**config.mk**
```make
export PLATFORM = sky130hd
export DESIGN_NAME = sha256_message_hasher_unit_flat
export DESIGN_NICKNAME = d
export VERILOG_FILES = /design/src/sha_pkg.sv /design/src/sha_if.sv /design/src/sha_fifo.sv /design/src/sha_core.sv /design/src/sha256_message_hasher_unit.sv /design/src/flat_wrapper.sv
export SDC_FILE = /design/constraint.sdc
export NUM_CORES = 2
export LEC_CHECK = 0
export BUFFER_PORTS_ARGS = -buffer_cell sky130_fd_sc_hd__buf_2
export CAP_MARGIN = 40
export CORE_MARGIN = 2
export CORE_UTILIZATION = 40
export DETAILED_ROUTE_END_ITERATION = 12
export PLACE_DENSITY = 0.61
export SETUP_SLACK_MARGIN = 0.5
export SLEW_MARGIN = 40
export SYNTH_ARGS = -nofsm -noshare
export SYNTH_HDL_FRONTEND = slang
export SYNTH_SLANG_ARGS = --single-unit
```
**constraint.sdc**
```tcl
create_clock -name clk_i -period 11.4 [get_ports clk_i]
set_input_delay 1.14 -clock clk_i [delete_from_list [all_inputs] [get_ports clk_i]]
set_output_delay 1.14 -clock clk_i [all_outputs]
set_load 0.02 [all_outputs]
```
**src/sha_pkg.sv**
```systemverilog
package sha_pkg;

  localparam int unsigned CountW = 61;

  typedef logic [31:0] word_t;

  // request passed from front to back through the queue
  typedef struct packed {
    logic [7:0] data;
    logic       valid;
    logic       last;
  } req_t;

  localparam word_t HashInit [8] = '{
    32'h6a09e667, 32'hbb67ae85, 32'h3c6ef372, 32'ha54ff53a,
    32'h510e527f, 32'h9b05688c, 32'h1f83d9ab, 32'h5be0cd19
  };

  localparam word_t RoundConst [64] = '{
    32'h428a2f98, 32'h71374491, 32'hb5c0fbcf, 32'he9b5dba5,
    32'h3956c25b, 32'h59f111f1, 32'h923f82a4, 32'hab1c5ed5,
    32'hd807aa98, 32'h12835b01, 32'h243185be, 32'h550c7dc3,
    32'h72be5d74, 32'h80deb1fe, 32'h9bdc06a7, 32'hc19bf174,
    32'he49b69c1, 32'hefbe4786, 32'h0fc19dc6, 32'h240ca1cc,
    32'h2de92c6f, 32'h4a7484aa, 32'h5cb0a9dc, 32'h76f988da,
    32'h983e5152, 32'ha831c66d, 32'hb00327c8, 32'hbf597fc7,
    32'hc6e00bf3, 32'hd5a79147, 32'h06ca6351, 32'h14292967,
    32'h27b70a85, 32'h2e1b2138, 32'h4d2c6dfc, 32'h53380d13,
    32'h650a7354, 32'h766a0abb, 32'h81c2c92e, 32'h92722c85,
    32'ha2bfe8a1, 32'ha81a664b, 32'hc24b8b70, 32'hc76c51a3,
    32'hd192e819, 32'hd6990624, 32'hf40e3585, 32'h106aa070,
    32'h19a4c116, 32'h1e376c08, 32'h2748774c, 32'h34b0bcb5,
    32'h391c0cb3, 32'h4ed8aa4a, 32'h5b9cca4f, 32'h682e6ff3,
    32'h748f82ee, 32'h78a5636f, 32'h84c87814, 32'h8cc70208,
    32'h90befffa, 32'ha4506ceb, 32'hbef9a3f7, 32'hc67178f2
  };

  function automatic word_t rotr(word_t x, int unsigned n);
    return (x >> n) | (x << (32 - n));
  endfunction

endpackage

```
**src/sha_if.sv**
```systemverilog
interface sha_in_if;
  logic       valid;
  logic       ready;
  logic [7:0] data_byte;
  logic       byte_valid;
  logic       message_end;
  modport source (output valid, data_byte, byte_valid, message_end, input ready);
  modport sink (input valid, data_byte, byte_valid, message_end, output ready);
endinterface

interface sha_out_if;
  logic        valid;
  logic        ready;
  logic [31:0] digest_word;
  logic [2:0]  word_index;
  logic        last_word;
  modport source (output valid, digest_word, word_index, last_word, input ready);
  modport sink (input valid, digest_word, word_index, last_word, output ready);
endinterface

```
**src/sha_fifo.sv**
```systemverilog
module sha_fifo import sha_pkg::*; #(
  parameter int unsigned Depth = 4
) (
  input  logic clk_i,
  input  logic rst_ni,
  input  logic push_i,
  input  req_t wdata_i,
  output logic full_o,
  input  logic pop_i,
  output req_t rdata_o,
  output logic empty_o
);
  localparam int unsigned AW = (Depth > 1) ? $clog2(Depth) : 1;
  req_t          mem_q [Depth];
  logic [AW-1:0] wp_q, rp_q;
  logic [AW:0]   cnt_q;

  assign full_o  = (cnt_q == (AW+1)'(Depth));
  assign empty_o = (cnt_q == '0);
  assign rdata_o = mem_q[rp_q];

  always_ff @(posedge clk_i or negedge rst_ni) begin
    if (!rst_ni) begin
      wp_q <= '0; rp_q <= '0; cnt_q <= '0;
    end else begin
      if (push_i) begin
        mem_q[wp_q] <= wdata_i;
        wp_q <= (wp_q == AW'(Depth - 1)) ? '0 : wp_q + 1'b1;
      end
      if (pop_i) rp_q <= (rp_q == AW'(Depth - 1)) ? '0 : rp_q + 1'b1;
      cnt_q <= cnt_q + (AW+1)'(push_i) - (AW+1)'(pop_i);
    end
  end
endmodule

```
**src/sha_core.sv**
```systemverilog
module sha_core import sha_pkg::*; (
  input  logic  clk_i,
  input  logic  rst_ni,
  input  logic  req_valid_i,
  input  req_t  req_i,
  output logic  req_pop_o,
  output logic  out_valid_o,
  input  logic  out_ready_i,
  output word_t out_word_o,
  output logic [2:0] out_idx_o
);
  typedef enum logic [2:0] {Idle, Pad, Len, Round, Emit} state_e;
  state_e state_q;

  word_t        blk_q [16];   // block buffer as 16 big-endian words
  word_t        w_q [16];
  word_t        v_q [8];
  word_t        h_q [8];
  logic [CountW-1:0] cnt_q;
  logic [5:0]   pos_q;        // pad write position
  logic [5:0]   rnd_q;
  logic         final_q;      // block being compressed closes the message
  logic         pad2_q;       // padding block follows the block being compressed
  logic         mark_q;       // 0x80 already placed for this message
  logic [2:0]   oidx_q;

  word_t wt, s1, ch, t1, s0, mj, sg0, sg1, wnew;
  logic [63:0] bit_len;

  assign bit_len = {cnt_q, 3'b000};
  assign out_valid_o = (state_q == Emit);
  assign out_word_o  = h_q[oidx_q];
  assign out_idx_o   = oidx_q;
  assign req_pop_o   = (state_q == Idle) && req_valid_i;

  always_comb begin
    sg0 = rotr(w_q[1], 7) ^ rotr(w_q[1], 18) ^ (w_q[1] >> 3);
    sg1 = rotr(w_q[14], 17) ^ rotr(w_q[14], 19) ^ (w_q[14] >> 10);
    wnew = w_q[0] + sg0 + w_q[9] + sg1;
    wt = (rnd_q < 6'd16) ? w_q[rnd_q[3:0]] : wnew;
    s1 = rotr(v_q[4], 6) ^ rotr(v_q[4], 11) ^ rotr(v_q[4], 25);
    ch = (v_q[4] & v_q[5]) ^ (~v_q[4] & v_q[6]);
    t1 = v_q[7] + s1 + ch + RoundConst[rnd_q] + wt;
    s0 = rotr(v_q[0], 2) ^ rotr(v_q[0], 13) ^ rotr(v_q[0], 22);
    mj = (v_q[0] & v_q[1]) ^ (v_q[0] & v_q[2]) ^ (v_q[1] & v_q[2]);
  end

  always_ff @(posedge clk_i or negedge rst_ni) begin
    if (!rst_ni) begin
      state_q <= Idle;
      cnt_q <= '0; rnd_q <= '0; pos_q <= '0; oidx_q <= '0;
      final_q <= 1'b0; pad2_q <= 1'b0; mark_q <= 1'b0;
      for (int j = 0; j < 8; j++) h_q[j] <= HashInit[j];
    end else begin
      case (state_q)
        Idle: if (req_valid_i) begin
          if (req_i.valid) begin
            blk_q[cnt_q[5:2]][8*(3-cnt_q[1:0]) +: 8] <= req_i.data;
            cnt_q <= cnt_q + 1'b1;
          end
          final_q <= 1'b0; mark_q <= 1'b0;
          if (req_i.valid && cnt_q[5:0] == 6'd63) begin
            pad2_q <= req_i.last; // remember end after this block
            state_q <= Round;
            for (int j = 0; j < 8; j++) v_q[j] <= h_q[j];
            for (int j = 0; j < 15; j++) w_q[j] <= blk_q[j];
            w_q[15] <= {blk_q[15][31:8], req_i.data};
            rnd_q <= '0;
          end else begin
            pad2_q <= 1'b0;
            if (req_i.last) begin
              pos_q <= req_i.valid ? cnt_q[5:0] + 6'd1 : cnt_q[5:0];
              state_q <= Pad;
            end
          end
        end
        Pad: begin
          // 0x80 goes at the first pad position of the message, zeros after
          blk_q[pos_q[5:2]][8*(3-pos_q[1:0]) +: 8] <= mark_q ? 8'h00 : 8'h80;
          mark_q <= 1'b1;
          if (pos_q == 6'd63) begin
            state_q <= Round;
            for (int j = 0; j < 8; j++) v_q[j] <= h_q[j];
            for (int j = 0; j < 15; j++) w_q[j] <= blk_q[j];
            w_q[15] <= {blk_q[15][31:8], mark_q ? 8'h00 : 8'h80};
            rnd_q <= '0; pos_q <= '0; final_q <= 1'b0;
            pad2_q <= 1'b1;
          end else if (pos_q == 6'd55) begin
            state_q <= Len;
          end else begin
            pos_q <= pos_q + 1'b1;
          end
        end
        Len: begin
          blk_q[14] <= bit_len[63:32];
          for (int j = 0; j < 8; j++) v_q[j] <= h_q[j];
          for (int j = 0; j < 14; j++) w_q[j] <= blk_q[j];
          w_q[14] <= bit_len[63:32];
          w_q[15] <= bit_len[31:0];
          rnd_q <= '0; final_q <= 1'b1;
          state_q <= Round;
        end
        Round: begin
          v_q[7] <= v_q[6]; v_q[6] <= v_q[5]; v_q[5] <= v_q[4];
          v_q[4] <= v_q[3] + t1;
          v_q[3] <= v_q[2]; v_q[2] <= v_q[1]; v_q[1] <= v_q[0];
          v_q[0] <= t1 + s0 + mj;
          if (rnd_q >= 6'd16) begin
            for (int j = 0; j < 15; j++) w_q[j] <= w_q[j+1];
            w_q[15] <= wnew;
          end else if (rnd_q == 6'd15) begin
            // window now holds W[0..15]; shifting starts at round 16
          end
          rnd_q <= rnd_q + 1'b1;
          if (rnd_q == 6'd63) begin
            h_q[0] <= h_q[0] + t1 + s0 + mj;
            h_q[1] <= h_q[1] + v_q[0]; h_q[2] <= h_q[2] + v_q[1];
            h_q[3] <= h_q[3] + v_q[2]; h_q[4] <= h_q[4] + v_q[3] + t1;
            h_q[5] <= h_q[5] + v_q[4]; h_q[6] <= h_q[6] + v_q[5];
            h_q[7] <= h_q[7] + v_q[6];
            if (final_q) begin
              state_q <= Emit; oidx_q <= '0;
            end else if (pad2_q) begin
              // another padding block follows
              pad2_q <= 1'b0; pos_q <= '0; state_q <= Pad;
            end else state_q <= Idle;
          end
        end
        Emit: if (out_ready_i) begin
          oidx_q <= oidx_q + 1'b1;
          if (oidx_q == 3'd7) begin
            for (int j = 0; j < 8; j++) h_q[j] <= HashInit[j];
            cnt_q <= '0;
            state_q <= Idle;
          end
        end
        default: state_q <= Idle;
      endcase
    end
  end
endmodule

```
**src/sha256_message_hasher_unit.sv**
```systemverilog
// SHA-256 message hasher.
// in_if: one request per message byte (byte_valid) with message_end marking
// the last request; an end request with byte_valid low closes the message
// without a byte, so the empty message hashes too.
// out_if: eight digest words, word_index 0..7, last_word on the eighth.
// A four-entry request queue decouples the input from the compression core.
// Each byte is written into the block buffer; a full block is then compressed
// in 64 rounds, during which the core takes no new requests. At message end
// the core pads (one pad byte at a time up to 56, then the length, 64 rounds,
// once or twice) and then presents the words one per cycle while ready is high.
// Whether one or two blocks are compressed after the end request depends on
// where the message stops within its block.
// If the receiver stalls the word holds and the core waits; the queue keeps
// taking requests until full.
// Reset clears the count, loads the initial hash and empties the queue.
module sha256_message_hasher_unit import sha_pkg::*; #(
  parameter int unsigned QueueDepth = 4
) (
  input logic     clk_i,
  input logic     rst_ni,
  sha_in_if.sink    in_if,
  sha_out_if.source out_if
);
  req_t wreq, rreq;
  logic full, empty, pop;

  assign wreq = '{data: in_if.data_byte, valid: in_if.byte_valid,
                  last: in_if.message_end};
  assign in_if.ready = !full;

  sha_fifo #(.Depth(QueueDepth)) u_fifo (
    .clk_i, .rst_ni,
    .push_i(in_if.valid && !full), .wdata_i(wreq), .full_o(full),
    .pop_i(pop), .rdata_o(rreq), .empty_o(empty)
  );

  sha_core u_core (
    .clk_i, .rst_ni,
    .req_valid_i(!empty), .req_i(rreq), .req_pop_o(pop),
    .out_valid_o(out_if.valid), .out_ready_i(out_if.ready),
    .out_word_o(out_if.digest_word), .out_idx_o(out_if.word_index)
  );

  assign out_if.last_word = (out_if.word_index == 3'd7);
endmodule

```
**src/flat_wrapper.sv**
```systemverilog
// flat-port wrapper written by rule: the top's interface ports become plain ports
module sha256_message_hasher_unit_flat import sha_pkg::*;
#(
  parameter int unsigned QueueDepth = 4
)
  (clk_i, rst_ni, in_if_valid, in_if_data_byte, in_if_byte_valid, in_if_message_end, in_if_ready, out_if_valid, out_if_digest_word, out_if_word_index, out_if_last_word, out_if_ready);
  sha_in_if in_if_i ();
  sha_out_if out_if_i ();
  input logic clk_i;
  input logic rst_ni;
  input wire logic [$bits(in_if_i.valid)-1:0] in_if_valid;
  input wire logic [$bits(in_if_i.data_byte)-1:0] in_if_data_byte;
  input wire logic [$bits(in_if_i.byte_valid)-1:0] in_if_byte_valid;
  input wire logic [$bits(in_if_i.message_end)-1:0] in_if_message_end;
  output wire logic [$bits(in_if_i.ready)-1:0] in_if_ready;
  output wire logic [$bits(out_if_i.valid)-1:0] out_if_valid;
  output wire logic [$bits(out_if_i.digest_word)-1:0] out_if_digest_word;
  output wire logic [$bits(out_if_i.word_index)-1:0] out_if_word_index;
  output wire logic [$bits(out_if_i.last_word)-1:0] out_if_last_word;
  input wire logic [$bits(out_if_i.ready)-1:0] out_if_ready;
  assign in_if_i.valid = in_if_valid;
  assign in_if_i.data_byte = in_if_data_byte;
  assign in_if_i.byte_valid = in_if_byte_valid;
  assign in_if_i.message_end = in_if_message_end;
  assign in_if_ready = in_if_i.ready;
  assign out_if_valid = out_if_i.valid;
  assign out_if_digest_word = out_if_i.digest_word;
  assign out_if_word_index = out_if_i.word_index;
  assign out_if_last_word = out_if_i.last_word;
  assign out_if_i.ready = out_if_ready;
  sha256_message_hasher_unit #(.QueueDepth(QueueDepth)) u_core (.clk_i(clk_i), .rst_ni(rst_ni), .in_if(in_if_i), .out_if(out_if_i));
endmodule
```
# After elaboration in Yosys (flattened, before gate mapping)
# Memories as Yosys holds them, arrays and structs flattened.
# Cells that the tools add are included.
[word_totals] regBits=345 latch_bits=0 ram_bits=1320 rom_bits=2048 inputBits=14 wordCells=383 n_memories=5
[op_classes] add_sub_neg=34 mul=0 div_mod_pow=0 magnitude_cmp=4 n_eq_ne=27 n_shift=4 mux=157 bitwise_logic=101 reduce_logical=32
[memory_table] memory="(name not given)" words=64 width=32 rd=1 rd_ports_with_merged_regs=0 wr=0 line="sha_core.sv:43" source="t1 = v_q[7] + s1 + ch + RoundConst[rnd_q] + wt;"
[memory_table] memory="u_core.u_core.blk_q" words=16 width=32 rd=16 rd_ports_with_merged_regs=0 wr=1 line="sha_core.sv:15" source="word_t blk_q [16];"
[memory_table] memory="u_core.u_core.w_q" words=16 width=32 rd=17 rd_ports_with_merged_regs=0 wr=16 line="sha_core.sv:16" source="word_t w_q [16];"
[memory_table] memory="u_core.u_core.v_q" words=8 width=32 rd=8 rd_ports_with_merged_regs=0 wr=8 line="sha_core.sv:17" source="word_t v_q [8];"
[memory_table] memory="u_core.u_fifo.mem_q" words=4 width=10 rd=1 rd_ports_with_merged_regs=0 wr=1 line="sha_fifo.sv:14" source="req_t mem_q [Depth];"
[ops] op="two-way mux 32 bit" n=83
[ops] op="two-way mux 256 bit" n=3
[ops] op="adder 32 bit" n=21
[ops] op="one-hot mux 256 bit (2 select lines)" n=1
[ops] op="XOR 32 bit" n=9
[ops] op="two-way mux 61 bit" n=4
[ops] op="bitwise AND 32 bit" n=5
[ops] op="one-hot mux 61 bit (2 select lines)" n=1
[ops] op="binary-select mux 32 bit (select 3 bit)" n=1
[ops] op="two-way mux 6 bit" n=12
[ops] op="bitwise OR 1 bit" n=72
[ops] op="negator 32 -> 34 bit" n=2
[ops] op="variable shift 8 x 34 -> 32 bit (first input constant)" n=2
[ops] op="variable part select 8 x 34 -> 32 bit" n=2
[ops] op="OR reduction 32 bit" n=2
[ops] op="adder 61 x 1 -> 61 bit (second input constant)" n=1
[ops] op="two-way mux 3 bit" n=12
[ops] op="NOT 32 bit" n=1
[ops] op="bitwise OR 10 x 32 -> 32 bit" n=1
[ops] op="bitwise OR 13 x 32 -> 32 bit" n=1
[ops] op="bitwise OR 14 x 32 -> 32 bit" n=1
[ops] op="bitwise OR 15 x 32 -> 32 bit" n=1
[ops] op="bitwise OR 19 x 32 -> 32 bit" n=1
[ops] op="bitwise OR 21 x 32 -> 32 bit" n=1
[ops] op="other kinds (49)" n=119

# Longest topological paths before layout
# An unclocked memory read counts as a cell.
[depth] depth_word=14 mapped_depth=50 ltp_nobuf=49

# Modules after synthesis
# A second synthesis with hierarchy kept.
[hier_totals] cells_unflattened=9335 hier_area_um2=101100.7
[modules_own_cells] mod="sha_core" instances=1 cells_per_inst=9243 area_per_inst_um2=99221.4 seq_area_each_um2=46824.9
[modules_own_cells] mod="sha_fifo" instances=1 cells_per_inst=88 area_per_inst_um2=1859.3 seq_area_each_um2=1376.3
[modules_own_cells] mod="sha256_message_hasher_unit" instances=1 cells_per_inst=4 area_per_inst_um2=20.0 seq_area_each_um2=0.0

# Worst setup path before layout
# No wires, ideal clock.
[synth_path] kind="register to register" start="mem u_core.u_core.w_q[1][20] in the netlist's numbering" end="reg u_core.u_core.h_q[255] in the netlist's numbering" setup_ps=135 arrival_ps=9872 t_required_ps=11265 path_slack_ps=1392 stages_incl_launch_ff=44 synth_period_minus_slack_ps=10008 path_cell_list="edfxtp_1 xor2_1 xnor2_1 fa_1 fa_1 inv_1 ha_1 a21o_1 a21oi_1 o21a_1 o211ai_1 and4_1 o31ai_1 o2111ai_1 a21o_1 a21o_1 a21oi_1 xor2_1 [... 8 more ...] a221o_1 a221oi_1 buf_2 xor2_1 ha_1 a21o_1 fa_1 ha_1 a21oi_1 o21bai_1 a21oi_1 a21boi_0 nor4_1 o21ai_0 a41oi_1 xnor2_1 xnor2_1 o21ai_0"
[synth_rtl] element="start, declared" line="sha_core.sv:16"
[synth_rtl] element="end, declared" line="sha_core.sv:18" source="word_t h_q [8];"

==> flow_metrics.env <==
export IMPL_path_class="reg2reg"
export IMPL_detail_route_wl_per_cell_um=27.1
export IMPL_slew_headroom=0.402
export IMPL_antenna_found_initial=12
export IMPL_grtUsageTotal=0.267
export IMPL_r2r_start="u_core.u_core.w_q[1][20]"
export IMPL_final_util=0.449
export IMPL_drive_gt1_frac=0.149
export IMPL_crit_path_end="u_core.u_core.h_q[255]"
export IMPL_finalPower_w=0.0128
export IMPL_first_iter_violations=7600
export IMPL_reg2reg_depth=45
export IMPL_fmax_ghz=0.0939
export IMPL_fp_dieH_um=505
export IMPL_r2r_setup_slack_ns=0.75
export IMPL_syn_nets=9941
export IMPL_synthArstFlopShare=0.208
export IMPL_slowest_delay_ns=0.53
export IMPL_remaining_drc_errors=0
export IMPL_die_area_um2=255000
export IMPL_required_ns=12.11
export IMPL_clock_sinks=1657
export IMPL_yosys_mux_area_fraction=0.0842
export IMPL_clk_latency_ns=0.89
export IMPL_core_area_um2=251000
export IMPL_grt_max_degree=137
export IMPL_clkSlewWorstSetupHoldPaths_ns=0.06
export IMPL_synth_edf_count=1312
export IMPL_placed_area_um2=106000
export IMPL_cts_hold_repair_buffers=0
export IMPL_postSynthCellCount=9226
export IMPL_drt_total_wl_mm=347
export IMPL_first_global_vias=73000
export IMPL_critPathSlowestCell="fa_1"
export IMPL_r2r_end="u_core.u_core.h_q[255]"
export IMPL_netlist_area_leader_share=0.392
export IMPL_yosys_area_share_simple=0.119
export IMPL_drtPass1Iterations=7
export IMPL_synth_area_leaders="edfxtp_1 39%, nand2_1 6.4%, fa_1 5.5%"
export IMPL_die_w_um=505
export IMPL_clockRootBuffer="clkbuf_16"
export IMPL_nFillCells=23100
export IMPL_start_util=0.401
export IMPL_nets=9970
export IMPL_drv_cap=0
export IMPL_syn2layout_area_growth_pct=11.8
export IMPL_tightest_slew_ns=0.894
export IMPL_ys_ff_latch=1657
export IMPL_clock_path_buffers=3
export IMPL_vias=73800
export IMPL_vias_per_cell=5.78
export IMPL_stdcell_area_um2=112000
export IMPL_ys_warn_count=0
export IMPL_cts_tree="yes"
export IMPL_critPathMaxFanout=4
export IMPL_tns_ns=0
export IMPL_yosysTopAreaCell="edfxtp_1"
export IMPL_hp_class="in2async"
export IMPL_cts_buffers_inserted=189
export IMPL_post_route_period_util=0.934
export IMPL_htreeDepth=4
export IMPL_synth_ff_type="edfxtp_1"
export IMPL_finalSetupViolCount=0
export IMPL_critical_path_arrival_ns=11.36
export IMPL_rows=184
export IMPL_ios=52
export IMPL_skew_ns=0.0697
export IMPL_p_leak_nw=44.5
export IMPL_ir_drop_mv=0.165
export IMPL_grt_overflow=0
export IMPL_grt_pass1_wl_mm=505
export IMPL_detail_route_antenna_nets=0
export IMPL_rsz0062_at_grt="true"
export IMPL_portBuffers=51
export IMPL_yosys_area_share_xor_xnor=0.0562
export IMPL_place_hpwl_mm=254
export IMPL_cp_end_kind="flop"
export IMPL_postSynthAreaPerCell_um2=10.9
export IMPL_drv_slew=0
export IMPL_yosysSeqAreaShare=0.479
export IMPL_synth_top_family_by_area="simple AND/OR/NAND/NOR gates"
export IMPL_hold_violations=0
export IMPL_synth_cell_types=103
export IMPL_gp_congestion=0.993
export IMPL_status="complete, no violations"
export IMPL_power_density_nw_per_um2=114
export IMPL_critPathLaunch="u_core.u_core.w_q[1][20]"
export IMPL_path_common_cell="fa_1"
export IMPL_synth_adder_area_share=0.110
export IMPL_synth_compound_area_share=0.110
export IMPL_syn_area_um2=101000
export IMPL_min_period_ns=10.65
export IMPL_critPathLaunchType="flop"
[Yosys cell counts, types with 209 or more instances]
master,n
nand2_1,1725
o21ai_0,449
ha_1,426
mux4_2,238
edfxtp_1,1312
xnor2_1,370
mux2_2,253
a21oi_1,457
fa_1,275
inv_1,683
nor2_1,563
xor2_1,269
clkbuf_1,366
dfrtp_1,209
[cell type report]
type / count / area [µm²] / share of cell area
Clock inverter: 110 / 1130 / 0.0100
Tap cell: 3348 / 4190 / 0.0372
Inverter: 687 / 2580 / 0.0229
Timing Repair Buffer: 263 / 2210 / 0.0196
Multi-Input combinational cell: 6457 / 49100 / 0.436
Clock buffer: 247 / 5070 / 0.0451
Antenna cell: 7 / 17.5 / 0.000156
Sequential cell: 1657 / 48200 / 0.429
[report_power, final]
group / total [W] / switching, W / leakage [nW] / internal, W
Clock: 0.00616 / 0.00274 / 2.97 / 0.00342
Combinational: 0.000146 / 0.000112 / 26.3 / 0.0000333
Sequential: 0.00650 / 0.0000126 / 15.3 / 0.00649
[critical path, delay by kind of cell (launching register included)]
| family | cells | cell delay, ns |
|---|---|---|
| simple gates | 9 | 1.84 |
| fa+ha+maj | 10 | 4.32 |
| flops | 1 | 0.42 |
| buf+inv | 9 | 0.88 |
| xor+xnor | 5 | 1.04 |
| compound gates | 12 | 1.99 |
[cells in the final DEF (no fill, tap or decap), types with 54 or more instances in the layout]
| cell | n |
|---|---|
| nand2_1 | 1718 |
| edfxtp_1 | 1312 |
| inv_1 | 679 |
| nor2_1 | 511 |
| a21oi_1 | 433 |
| o21ai_0 | 423 |
| ha_1 | 417 |
| xnor2_1 | 358 |
| fa_1 | 274 |
| xor2_1 | 263 |
| mux2_2 | 253 |
| mux4_2 | 238 |
| dfrtp_1 | 201 |
| clkbuf_16 | 190 |
| buf_4 | 178 |
| a21o_1 | 158 |
| dfstp_2 | 136 |
| nand3_1 | 108 |
| nor3_1 | 100 |
| o21a_1 | 93 |
| nand2b_1 | 67 |
| o22ai_1 | 60 |
| nor2b_1 | 54 |
[per-stage QoR]
step                cells  hold WS (ns)  setup WS [ns]
CTS                 12800         0.191          0.450
finish              12800         0.228          0.750
floorplan            9226         0.458           1.39
detailed placement  12400         0.497          0.295
global placement    12400         0.487          0.375
global route        12800         0.214          0.446
[repair_timing]
item,in CTS,in global routing
setup endpoints to repair,6,32
setup buffers,0,7
pin swaps,2,17
resized for setup,13,101
[sequential cells by signal, summed over array words and instances, names as in the netlist, 2 cells and up]
signal	count
u_core.u_core.w_q	512
u_core.u_core.blk_q	504
u_core.u_core.h_q	256
u_core.u_core.v_q	256
u_core.u_core.cnt_q	61
u_core.u_fifo.mem_q	40
u_core.u_core.pos_q	6
u_core.u_core.rnd_q	6
u_core.u_core.out_idx_o	3
u_core.u_core.state_q	3
u_core.u_fifo.cnt_q	3
u_core.u_fifo.rp_q	2
u_core.u_fifo.wp_q	2
[layer usage]
layer,track usage,routed length (µm),vias to the layer above,share of wire
li1,-,-,32700,-
met1,0.342,138000,37300,0.40
met2,0.434,162000,2972,0.47
met3,0.0371,22200,756,0.064
met4,0.155,24200,4,0.070
met5,0,143,-,0.00041
[kinds of logic (layout without fill, tap and decap cells)]
| kind of cell | count (synthesis) | after routing |
|---|---|---|
| compound gates | 1736 | 1736 |
| buf+inv | 1112 | 1307 |
| xor+xnor | 642 | 642 |
| mux | 517 | 517 |
| other cells | 0 | 7 |
| simple gates | 2843 | 2843 |
| fa+ha+maj | 719 | 719 |
| flops | 1657 | 1657 |
[worst min path at each step]
| stage | startpoint | end | slack (ns) | cells after the start |
|---|---|---|---|---|
| finish | rst_ni | u_core.u_core.final_q | 0.23 | 1 |
| global route | rst_ni | u_core.u_core.cnt_q[51] | 0.21 | 1 |
| CTS | rst_ni | u_core.u_core.pos_q[2] | 0.19 | 1 |
| detailed placement | u_core.u_core.blk_q[6][8] | u_core.u_core.w_q[6][8] | 0.50 | 2 |
| global placement | u_core.u_fifo.cnt_q[2] | u_core.u_fifo.cnt_q[2] | 0.49 | 1 |
| floorplan | u_core.u_core.h_q[191] | u_core.u_core.h_q[191] | 0.46 | 1 |
Note: power is estimated with default switching activity, not from simulation.
